## config.mk

```make
export PLATFORM = sky130hd
export DESIGN_NAME = quad_string_hash
export DESIGN_NICKNAME = d
export VERILOG_FILES = /design/src/hw/rtl/qsh_pkg.sv /design/src/hw/rtl/qsh_front.sv /design/src/hw/rtl/qsh_queue.sv /design/src/hw/rtl/qsh_back.sv /design/src/hw/rtl/quad_string_hash.sv
export SDC_FILE = /design/constraint.sdc
export NUM_CORES = 1
export LEC_CHECK = 0
export BUFFER_PORTS_ARGS = -buffer_cell sky130_fd_sc_hd__buf_2
export CORE_ASPECT_RATIO = 2
export CORE_MARGIN = 3
export CORE_UTILIZATION = 45
export CTS_CLUSTER_SIZE = 28
export DETAILED_ROUTE_END_ITERATION = 16
export GPL_TIMING_DRIVEN = 0
export SETUP_SLACK_MARGIN = 0.4
export SYNTH_ARGS = -nofsm -noshare
export SYNTH_HDL_FRONTEND = slang
export SYNTH_HIERARCHICAL = 1
export SYNTH_SLANG_ARGS = --single-unit
```

## constraint.sdc

```tcl
create_clock -name clk -period 7.5 [get_ports clk]
set_input_delay 0.375 -clock clk [delete_from_list [all_inputs] [get_ports clk]]
set_output_delay 0.375 -clock clk [all_outputs]
set_load 0.005 [all_outputs]
```

## src/hw/rtl/qsh_pkg.sv

```systemverilog
// Package: request/result types, hash constants and per-byte hash functions.
`timescale 1ns / 1ps
`default_nettype none

package qsh_pkg;

  localparam int unsigned QSH_QUEUE_DEPTH = 2;

  localparam logic [31:0] QSH_DJB_SEED = 32'd0;
  localparam logic [31:0] QSH_FNV_SEED = 32'd2166136261;
  localparam logic [31:0] QSH_OAT_SEED = 32'd0;
  localparam logic [31:0] QSH_SAX_SEED = 32'd0;
  localparam logic [31:0] QSH_FNV_PRIME = 32'd16777619;

  typedef struct packed {
    logic [7:0] data_byte;
    logic       byte_present;
    logic       last;
  } in_req_t;

  typedef struct packed {
    logic [31:0] djb_hash;
    logic [31:0] fnv_hash;
    logic [31:0] oat_hash;
    logic [31:0] sax_hash;
  } out_res_t;

  // Queue write side: front to queue.
  typedef struct packed {
    logic    valid;
    in_req_t req;
  } q_push_t;

  // Queue read side: queue to back.
  typedef struct packed {
    logic    valid;
    in_req_t req;
  } q_head_t;

  function automatic logic [31:0] djb_fold(input logic [31:0] h, input logic [7:0] b);
    djb_fold = (h << 5) + h + {24'd0, b};
  endfunction

  function automatic logic [31:0] fnv_fold(input logic [31:0] h, input logic [7:0] b);
    logic [31:0] p;
    p = h * QSH_FNV_PRIME;
    fnv_fold = p ^ {24'd0, b};
  endfunction

  function automatic logic [31:0] oat_fold(input logic [31:0] h, input logic [7:0] b);
    logic [31:0] t;
    t = h + {24'd0, b};
    t = t + (t << 10);
    t = t ^ (t >> 6);
    oat_fold = t;
  endfunction

  function automatic logic [31:0] sax_fold(input logic [31:0] h, input logic [7:0] b);
    sax_fold = h ^ ((h << 5) + (h >> 2) + {24'd0, b});
  endfunction

  function automatic logic [31:0] oat_finish(input logic [31:0] h);
    logic [31:0] t;
    t = h + (h << 3);
    t = t ^ (t >> 11);
    t = t + (t << 15);
    oat_finish = t;
  endfunction

endpackage

`default_nettype wire

```

## src/hw/rtl/qsh_front.sv

```systemverilog
// Front end: accept input requests and drop those that carry no work.
`timescale 1ns / 1ps
`default_nettype none

module qsh_front import qsh_pkg::*; (
  input  wire logic    in_valid,
  output logic         in_stall,
  input  wire in_req_t in_data,
  input  wire logic    q_full,
  output q_push_t      push
);

  logic accept;

  assign in_stall = q_full;
  assign accept   = in_valid && !q_full;

  // Drop an empty non-last request: it changes nothing.
  always_comb begin
    push.valid = accept && (in_data.byte_present || in_data.last);
    push.req   = in_data;
  end

endmodule

`default_nettype wire

```

## src/hw/rtl/qsh_queue.sv

```systemverilog
// Short request queue between front and back ends.
`timescale 1ns / 1ps
`default_nettype none

module qsh_queue import qsh_pkg::*; #(
  parameter int unsigned DEPTH = QSH_QUEUE_DEPTH
) (
  input  wire logic    clk,
  input  wire logic    rst_n,
  input  wire q_push_t push,
  output logic         q_full,
  output q_head_t      head,
  input  wire logic    pop
);

  localparam int unsigned PW = (DEPTH > 1) ? $clog2(DEPTH) : 1;
  localparam int unsigned CW = $clog2(DEPTH + 1);
  localparam logic [PW-1:0] LAST_PTR = PW'(DEPTH - 1);
  localparam logic [CW-1:0] FULL_CNT = CW'(DEPTH);

  in_req_t       mem_r [DEPTH];
  logic [PW-1:0] wr_ptr_r, wr_ptr_nxt;
  logic [PW-1:0] rd_ptr_r, rd_ptr_nxt;
  logic [CW-1:0] cnt_r, cnt_nxt;
  logic          do_push, do_pop;

  assign q_full     = (cnt_r == FULL_CNT);
  assign do_push    = push.valid && !q_full;
  assign head.valid = (cnt_r != '0);
  assign head.req   = mem_r[rd_ptr_r];
  assign do_pop     = pop && head.valid;

  always_comb begin
    wr_ptr_nxt = wr_ptr_r;
    rd_ptr_nxt = rd_ptr_r;
    cnt_nxt    = cnt_r;
    if (do_push) begin
      wr_ptr_nxt = (wr_ptr_r == LAST_PTR) ? '0 : wr_ptr_r + PW'(1);
    end
    if (do_pop) begin
      rd_ptr_nxt = (rd_ptr_r == LAST_PTR) ? '0 : rd_ptr_r + PW'(1);
    end
    case ({do_push, do_pop})
      2'b10:   cnt_nxt = cnt_r + CW'(1);
      2'b01:   cnt_nxt = cnt_r - CW'(1);
      default: cnt_nxt = cnt_r;
    endcase
  end

  always_ff @(posedge clk) begin
    if (!rst_n) begin
      wr_ptr_r <= '0;
      rd_ptr_r <= '0;
      cnt_r    <= '0;
    end else begin
      wr_ptr_r <= wr_ptr_nxt;
      rd_ptr_r <= rd_ptr_nxt;
      cnt_r    <= cnt_nxt;
    end
  end

  always_ff @(posedge clk) begin
    if (do_push) begin
      mem_r[wr_ptr_r] <= push.req;
    end
  end

endmodule

`default_nettype wire

```

## src/hw/rtl/qsh_back.sv

```systemverilog
// Back end: fold bytes into the four hashes and hold the finished result.
`timescale 1ns / 1ps
`default_nettype none

module qsh_back import qsh_pkg::*; (
  input  wire logic    clk,
  input  wire logic    rst_n,
  input  wire q_head_t head,
  output logic         pop,
  output logic         out_valid,
  input  wire logic    out_stall,
  output out_res_t     out_data
);

  logic [31:0] djb_r, djb_nxt;
  logic [31:0] fnv_r, fnv_nxt;
  logic [31:0] oat_r, oat_nxt;
  logic [31:0] sax_r, sax_nxt;
  logic [31:0] djb_f, fnv_f, oat_f, sax_f;
  out_res_t    res_r, res_nxt;
  logic        out_valid_r, out_valid_nxt;
  logic        out_free;

  assign out_free = !out_valid_r || !out_stall;
  // Hold a last request until the result register can take it.
  assign pop      = head.valid && (!head.req.last || out_free);

  always_comb begin
    djb_f = djb_r;
    fnv_f = fnv_r;
    oat_f = oat_r;
    sax_f = sax_r;
    if (head.req.byte_present) begin
      djb_f = djb_fold(djb_r, head.req.data_byte);
      fnv_f = fnv_fold(fnv_r, head.req.data_byte);
      oat_f = oat_fold(oat_r, head.req.data_byte);
      sax_f = sax_fold(sax_r, head.req.data_byte);
    end
  end

  always_comb begin
    djb_nxt       = djb_r;
    fnv_nxt       = fnv_r;
    oat_nxt       = oat_r;
    sax_nxt       = sax_r;
    res_nxt       = res_r;
    out_valid_nxt = out_valid_r && out_stall;
    if (pop) begin
      djb_nxt = djb_f;
      fnv_nxt = fnv_f;
      oat_nxt = oat_f;
      sax_nxt = sax_f;
      if (head.req.last) begin
        res_nxt.djb_hash = djb_f;
        res_nxt.fnv_hash = fnv_f;
        res_nxt.oat_hash = oat_f;
        res_nxt.sax_hash = sax_f;
        out_valid_nxt    = 1'b1;
        djb_nxt          = QSH_DJB_SEED;
        fnv_nxt          = QSH_FNV_SEED;
        oat_nxt          = QSH_OAT_SEED;
        sax_nxt          = QSH_SAX_SEED;
      end
    end
  end

  always_ff @(posedge clk) begin
    if (!rst_n) begin
      djb_r       <= QSH_DJB_SEED;
      fnv_r       <= QSH_FNV_SEED;
      oat_r       <= QSH_OAT_SEED;
      sax_r       <= QSH_SAX_SEED;
      out_valid_r <= 1'b0;
    end else begin
      djb_r       <= djb_nxt;
      fnv_r       <= fnv_nxt;
      oat_r       <= oat_nxt;
      sax_r       <= sax_nxt;
      out_valid_r <= out_valid_nxt;
    end
  end

  always_ff @(posedge clk) begin
    res_r <= res_nxt;
  end

  // Finalize one-at-a-time off the held register; stable while stalled.
  always_comb begin
    out_data          = res_r;
    out_data.oat_hash = oat_finish(res_r.oat_hash);
  end

  assign out_valid = out_valid_r;

endmodule

`default_nettype wire

```

## src/hw/rtl/quad_string_hash.sv

```systemverilog
// Top level: four running 32-bit string hashes over a byte stream.
`timescale 1ns / 1ps
`default_nettype none

// Channel  Dir  Handshake           Payload
// in_      in   in_valid/in_stall   in_req_t   {data_byte, byte_present, last}
// out_     out  out_valid/out_stall out_res_t  {djb, fnv, oat, sax hashes}
//
// One request per cycle is taken sustained while the queue is not full; each
// byte passes front end, queue and back-end fold: the queue registers a last
// request, then the result register takes its hashes. All four hashes update
// together; the FNV constant multiply is the deepest path.
// Reset (rst_n low, synchronous) empties the queue, clears out_valid and loads
// the seed values into the hashes.
// out_stall holds the result; a last request waits in the queue, and in_stall
// rises once the queue is full.

module quad_string_hash import qsh_pkg::*; #(
  parameter int unsigned QUEUE_DEPTH = QSH_QUEUE_DEPTH
) (
  input  wire logic     clk,
  input  wire logic     rst_n,
  input  wire logic     in_valid,
  output logic          in_stall,
  input  wire in_req_t  in_data,
  output logic          out_valid,
  input  wire logic     out_stall,
  output out_res_t      out_data
);

  q_push_t push;
  q_head_t head;
  logic    q_full;
  logic    pop;

  // Accept requests and drop the empty ones that are not last.
  qsh_front u_front (
    .in_valid (in_valid),
    .in_stall (in_stall),
    .in_data  (in_data),
    .q_full   (q_full),
    .push     (push)
  );

  // Decouple the front end from back-end stalls.
  qsh_queue #(
    .DEPTH (QUEUE_DEPTH)
  ) u_queue (
    .clk    (clk),
    .rst_n  (rst_n),
    .push   (push),
    .q_full (q_full),
    .head   (head),
    .pop    (pop)
  );

  // Fold bytes, finish on last, hold the result for the consumer.
  qsh_back u_back (
    .clk       (clk),
    .rst_n     (rst_n),
    .head      (head),
    .pop       (pop),
    .out_valid (out_valid),
    .out_stall (out_stall),
    .out_data  (out_data)
  );

endmodule

`default_nettype wire
```

# After elaboration in Yosys (flattened, before gate mapping)
# Memories as Yosys holds them, arrays and structs flattened. A register that Yosys moved wholly into a read port is not among the register bits.
# Cells that the tools add are included.
# word_totals
elab_cells	66
n_memories	1
mem_bits_rw	20
regBits	261
output_inout_bits	130
romBits	0
latchBits	0
input_bits	14
# classes
bitwise	4
reduce_logical	16
multipliers	1
addsub	12
muxes	17
n_lt_le_gt_ge	0
n_shift	0
div_mod_pow	0
eq_ne	3
# memory_table
name	depth	width	rd	rd_ports_with_merged_regs	write_ports	line	source
u_queue.mem_r	2	10	1	1	1	qsh_queue.sv:21	in_req_t mem_r [DEPTH];
# op_table
cell	count
32-bit 2-to-1 mux	8
32-bit adder	4
32-bit by 8-bit adder with 32-bit output	3
32-bit by 30-bit adder with 32-bit output	1
32-bit by 25-bit multiplier with 32-bit output, second input constant	1
32-bit by 21-bit XOR with 32-bit output	1
32-bit by 26-bit XOR with 32-bit output	1
32-bit XOR	1
32-bit by 8-bit XOR with 32-bit output	1
1-bit 2-to-1 mux	8
1-bit logical AND	6
2-bit equality test, second input constant	2
1-bit zero test	4
2-bit one-hot mux with 2 select lines	1
2-bit nonzero test	2
1-bit logical OR	3
1-bit adder, second input constant	2
2-bit by 1-bit adder with 2-bit output, second input constant	1
2-bit by 1-bit equality test with 1-bit output, second input constant	1
2-bit AND reduction	1
2-bit by 1-bit subtractor with 2-bit output, second input constant	1

# Depth between registers and ports, before layout
# depth
depth_word	7
ltp_mapped	27
depth_no_buf	26

# Hierarchy
# Netlist, hierarchy kept.
# by_module_without_submodules
module	area_each_um2	cells_each	seq_area_each_um2	n_inst
qsh_back	23955.5	2545	6426.2	1
qsh_queue	948.4	58	700.7	1
qsh_front	98.8	13	0.0	1

# Worst setup path after synthesis
# OpenSTA, ideal clock, no wires.
# synth_path
kind	flip-flop to flip-flop
start	reg u_back.fnv_r[6]
end	reg u_back.res_r (netlist bit u_back/out_data[95]), data pin
stages_incl_launch_ff	20
t_required_ns	7.342
synth_period_minus_slack_ns	5.439
arrival_time_ns	5.281
setup_slack_ns	2.061
path_buffers	0
setup_time_ns	0.158
path_cell_list	dfxtp_1 > ha_1 > ha_1 > fa_1 > ha_1 > fa_1 > ha_1 > inv_1 > fa_1 > inv_1 > ha_1 > a21o_1 > a21o_1 > a221o_1 > a21oi_1 > o31ai_1 > a21oi_1 > a211o_1 > or4b_1 > o211ai_1
# synth_between
elab_chain_cells	3
# synth_rtl
element	line	source
start: declaration	qsh_back.sv:16	logic [31:0] fnv_r, fnv_nxt;
start signal: assignment	qsh_back.sv:76	fnv_r <= fnv_nxt;
32-bit by 25-bit multiplier with 32-bit output	qsh_pkg.sv:46	p = h * QSH_FNV_PRIME;
32-bit by 8-bit XOR with 32-bit output	qsh_pkg.sv:47	fnv_fold = p ^ {24'd0, b};
32-bit 2-to-1 mux	qsh_back.sv:33	if (head.req.byte_present) begin
via u_back.fnv_f[31]	qsh_back.sv:19	logic [31:0] djb_f, fnv_f, oat_f, sax_f;
end signal: assignment	qsh_back.sv:84	res_r <= res_nxt;
end: declaration	qsh_back.sv:20	out_res_t res_r, res_nxt;
# The timed path passes the listed nets, and every way through them passes these cells.
# A chain may end at the register's enable or synchronous reset.

# Worst setup path after layout
# layout_path
start	reg u_back.fnv_r[5]
end	reg u_back.res_r (netlist bit u_back/out_data[95]), data pin
# Same word-level chain as after synthesis.

==> summary.log <==
qor: run_status.run_status finished, final reports clean
qor: finish.finish.utilization 50.7%
qor: sta.finalCritPeriodShare 90.5%
qor: worst_setup_path.path_buf_inv 2
qor: grt.global_route.usage.total 26.7%
qor: worst_setup_path.critPathMaxFanout 8
qor: yosys.primary_flip_flop_cell_chosen_by_synthesis_mapping sky130_fd_sc_hd__edfxtp_1
qor: yosys.syn-cell-area 25000 um^2
qor: yosys.yosysWarnings 6
qor: detailed_routing.via_count 20200
qor: sta.worst_slack 0.711 ns
qor: clocking.clk_path_buf_depth 3
qor: run.cap_viol_max_count 0
qor: clocking.clkTransAtPathRegs 0.07 ns
qor: floorplanning.pin_count 144
qor: worst_hold_path.critical_hold_path_startpoint out_stall
qor: worst_setup_path.setup.reg_to_reg.worst_slack 0.71 ns
qor: yosys.yosysUniqueCellTypes 85
qor: worst_hold_path.hold_path_end u_back/out_valid$_SDFF_PN0_
qor: sta.final-hold-violation-count 0
qor: detailed_routing.avgRoutedWirePerCell 22.7 um
qor: placed_design.port_buffers 135
qor: yosys.synth_seq_area_share 28.5%
qor: worst_setup_path.crit_chain ha_1 > ha_1 > fa_1 > ha_1 > fa_1 > ha_1 > inv_1 > fa_1 > inv_1 > ha_1 > a21o_1 > a21o_1 > a221o_1 > a21oi_1 > o31ai_1 > a21oi_1 > a211o_1 > or4b_1 > o211ai_1
qor: clocking.worst_skew_pair.late_latency 0.58 ns
qor: worst_setup_path.timing.critical_path.slowest_stage_cell sky130_fd_sc_hd__a21oi_1
qor: finish.register_area 7130 um^2
qor: clocking.clock_tree.htree_level_count 1
qor: finish.final.fill_count 5066
qor: clocking.clock-sinks 282
qor: floorplanning.initial_core_util 45.7%
qor: worst_setup_path.crit_arrival 7.17 ns
qor: grt.grt_pass1_vias 21000
qor: worst_setup_path.worst_r2r_startpoint u_back/fnv_r[5]$_SDFFE_PN0P_
qor: finish.multi_input_area 16100 um^2
qor: sta.post-route-min-period 6.79 ns
qor: yosys.avg_inst_size_synth 9.56 um^2
qor: placed_design.pre_cts_slack 0.328 ns
qor: sta.setup_violations 0
qor: finish.flow.area_growth_from_synthesis 10.9%
qor: yosys.yosysTopAreaCell sky130_fd_sc_hd__ha_1
qor: detailed_routing.totalWireLength 80500 um
qor: sta.fmax_achieved 147 MHz
qor: worst_setup_path.kind_of_start_point_of_the_critical_path flip-flop
qor: detailed_routing.final_antenna_net_count 0
qor: sta.worst_slew_margin_relative_to_its_limit 14.3%
qor: placed_design.place_congestion 0.993
qor: clocking.cts_setup_buffers 0
qor: placed_design.dp_hpwl 65700 um
qor: yosys.yosys-top-cells-area sky130_fd_sc_hd__ha_1 (19%), sky130_fd_sc_hd__edfxtp_1 (18%), sky130_fd_sc_hd__dfxtp_1 (11%), sky130_fd_sc_hd__fa_1 (6.9%), sky130_fd_sc_hd__xnor2_1 (6.7%)
qor: yosys.synth.net_count 3091
qor: worst_setup_path.worstSetupPathType reg -> reg
qor: yosys.synth_most_common_cell sky130_fd_sc_hd__ha_1
qor: grt.grt_start_max_net_pins 72
qor: grt.grt_first_pass_wirelength 120000 um
qor: floorplanning.placeableCoreArea 54700 um^2
qor: worst_setup_path.timing.reg2reg.worst_path_depth 19
qor: yosys.post_synth_most_frequent_cells sky130_fd_sc_hd__ha_1 (375), sky130_fd_sc_hd__inv_1 (214), sky130_fd_sc_hd__xnor2_1 (192)
qor: worst_setup_path.crit_start u_back/fnv_r[5]$_SDFFE_PN0P_
qor: detailed_routing.drt_drc_violations_left 0
qor: grt.grt_antenna_before_repair 0
qor: floorplanning.die_y 339 um
qor: worst_hold_path.min_delay_path_depth 3
qor: yosys.async_flop_share 0%
qor: sta.rsz0062_at_grt false
qor: detailed_routing.viasPerCell 5.68
qor: sta.drv_slew 0
qor: yosys.postSynthRegisterBits 282
qor: yosys.synthDominantCellAreaShare 18.8%
qor: finish.fin_nets 3265
qor: yosys.synthesis.instances 2616
qor: clocking.clock-root-buffer sky130_fd_sc_hd__clkbuf_16
qor: sta.timing_worst_slew_pin_value 1.28 ns
qor: finish.drive_above_1_share 13.4%
qor: worst_setup_path.path_delay_family adder cells
qor: floorplanning.rows 121
qor: worst_setup_path.cp_common_cell sky130_fd_sc_hd__ha_1
qor: yosys.synth-edff-count 148
qor: floorplanning.die_x 173 um
qor: worst_setup_path.worst_reg2reg_endpoint u_back/out_data[95]$_DFFE_PP_
qor: worst_setup_path.critical-path-max-stage-delay 0.67 ns
qor: detailed_routing.drt-pass1-iter-count 5
qor: worst_hold_path.timing.hold.worst.class in -> reg
qor: clocking.cts_made_buffers 27
qor: worst_setup_path.crit_required 7.89 ns
qor: sta.largest_clock_skew_in_the_final_design 0.0144 ns
qor: worst_setup_path.endpoint_kind flip-flop
qor: grt.gr-total-overflow 0
qor: floorplanning.die_area 58600 um^2
qor: detailed_routing.drtIter0Drc 1028
qor: clocking.tritoncts built
## stage by stage
step	hold slack, ns	std cells	setup TNS [ns]	area [um^2]
floorplan	0.444	2616	0	25000
global placement	0.473	3489	-1.55	26600
detailed placement	0.485	3490	0	26600
CTS	0.0443	3547	0	27700
global route	0.0811	3548	0	27700
finish	0.0650	3550	0	27700
## flip-flops by register name, indices dropped and copies added (netlist names), named ones only
signal and flops:
u_back/sax_r 32, u_queue/cnt_r 2, u_back/res_r 32, u_back/oat_r 32, u_queue/rd_ptr_r 1, u_back/out_valid 1, u_queue/wr_ptr_r 1, u_back/djb_r 32
u_queue/mem_r 20, u_back/out_data 96, u_back/fnv_r 32
## how the worst max path moves through the flow
stage / end / depth (start not counted)
2_1_floorplan: u_back/out_data[95]$_DFFE_PP_ / 19
3_3_place_gp: u_back/fnv_r[19]$_SDFFE_PN1P_ / 11
3_5_place_dp: u_back/res_r[54]$_DFFE_PP_ / 25
4_1_cts: out_data[62] / 24
5_1_grt: u_back/res_r[54]$_DFFE_PP_ / 27
6_report: u_back/out_data[95]$_DFFE_PP_ / 19
## area by class of cell
type	instances	area share (%)
multi-input cells	1944	57.9
flip-flops and latches	282	25.7
plain buffers	174	3.81
well taps	738	3.33
inverters	216	2.94
repair buffers	145	2.85
clock buffers	33	2.59
clock inverters	16	0.889
diodes	2	0.0180
## metal layers
metal / share of wire [%] / up-vias / track usage (%)
li1: - / 9577 / -
met1: 33 / 9746 / 25.1
met2: 54 / 587 / 52.6
met3: 3.6 / 246 / 2.40
met4: 8.7 / 0 / 19.8
met5: 0 / - / 0
## placed cells by master, fill, tap and decap left out, types with 8 or more instances in the layout
master	Yosys	layout
sky130_fd_sc_hd__a211o_1	14	14
sky130_fd_sc_hd__a211oi_1	17	17
sky130_fd_sc_hd__a21boi_0	11	11
sky130_fd_sc_hd__a21o_1	70	70
sky130_fd_sc_hd__a21oi_1	168	168
sky130_fd_sc_hd__a22o_1	20	20
sky130_fd_sc_hd__a22oi_1	52	52
sky130_fd_sc_hd__a31oi_1	16	16
sky130_fd_sc_hd__a32o_1	9	9
sky130_fd_sc_hd__and2_1	12	12
sky130_fd_sc_hd__and3_1	17	17
sky130_fd_sc_hd__buf_1	13	13
sky130_fd_sc_hd__buf_2	1	136
sky130_fd_sc_hd__buf_4	107	108
sky130_fd_sc_hd__clkbuf_1	53	57
sky130_fd_sc_hd__clkbuf_16	0	27
sky130_fd_sc_hd__dfxtp_1	134	134
sky130_fd_sc_hd__dlygate4sd3_1	0	8
sky130_fd_sc_hd__edfxtp_1	148	148
sky130_fd_sc_hd__fa_1	86	86
sky130_fd_sc_hd__ha_1	375	375
sky130_fd_sc_hd__inv_1	214	213
sky130_fd_sc_hd__mux2_2	60	59
sky130_fd_sc_hd__nand2_1	159	159
sky130_fd_sc_hd__nand2b_1	16	16
sky130_fd_sc_hd__nand3_1	60	60
sky130_fd_sc_hd__nand4_1	19	19
sky130_fd_sc_hd__nor2_1	167	166
sky130_fd_sc_hd__nor2b_1	28	28
sky130_fd_sc_hd__nor3_1	44	44
sky130_fd_sc_hd__o211ai_1	10	10
sky130_fd_sc_hd__o21a_1	20	20
sky130_fd_sc_hd__o21ai_0	85	85
sky130_fd_sc_hd__o21bai_1	22	22
sky130_fd_sc_hd__o31ai_1	13	13
sky130_fd_sc_hd__or3_1	21	21
sky130_fd_sc_hd__xnor2_1	192	191
sky130_fd_sc_hd__xor2_1	58	55
## what timing repair did
action / CTS / global route
cloned: 0 / 0
pin swaps: 0 / 0
hold endpoints to repair: 16 / 0
gates resized for setup: 1 / 6
endpoints found under the setup margin: 1 / 15
hold buffers: 8 / 0
## kinds of logic after synthesis
logic type	after synthesis	synth area share, %
multiplexers	65	2.92
AO/OA/AOI/OAI	588	15.7
flip-flops	282	28.5
buffers and inverters	390	7.47
adder cells (fa/ha/maj)	461	25.7
XOR/XNOR	252	8.91
AND/OR/NAND/NOR	578	10.9
## worst reg2reg max path: stages (launching register included)
cell and delay, ns:
sky130_fd_sc_hd__dfxtp_1 0.65, sky130_fd_sc_hd__ha_1 0.33, sky130_fd_sc_hd__ha_1 0.30, sky130_fd_sc_hd__fa_1 0.50, sky130_fd_sc_hd__ha_1 0.22, sky130_fd_sc_hd__fa_1 0.48
sky130_fd_sc_hd__ha_1 0.30, sky130_fd_sc_hd__inv_1 0.06, sky130_fd_sc_hd__fa_1 0.53, sky130_fd_sc_hd__inv_1 0.05, sky130_fd_sc_hd__ha_1 0.36, sky130_fd_sc_hd__a21o_1 0.18
sky130_fd_sc_hd__a21o_1 0.17, sky130_fd_sc_hd__a221o_1 0.34, sky130_fd_sc_hd__a21oi_1 0.67, sky130_fd_sc_hd__o31ai_1 0.34, sky130_fd_sc_hd__a21oi_1 0.25, sky130_fd_sc_hd__a211o_1 0.28
sky130_fd_sc_hd__or4b_1 0.46, sky130_fd_sc_hd__o211ai_1 0.14
Power is not shown: default switching activity piles up to over one toggle a cycle in this logic, so the estimate is an artifact.
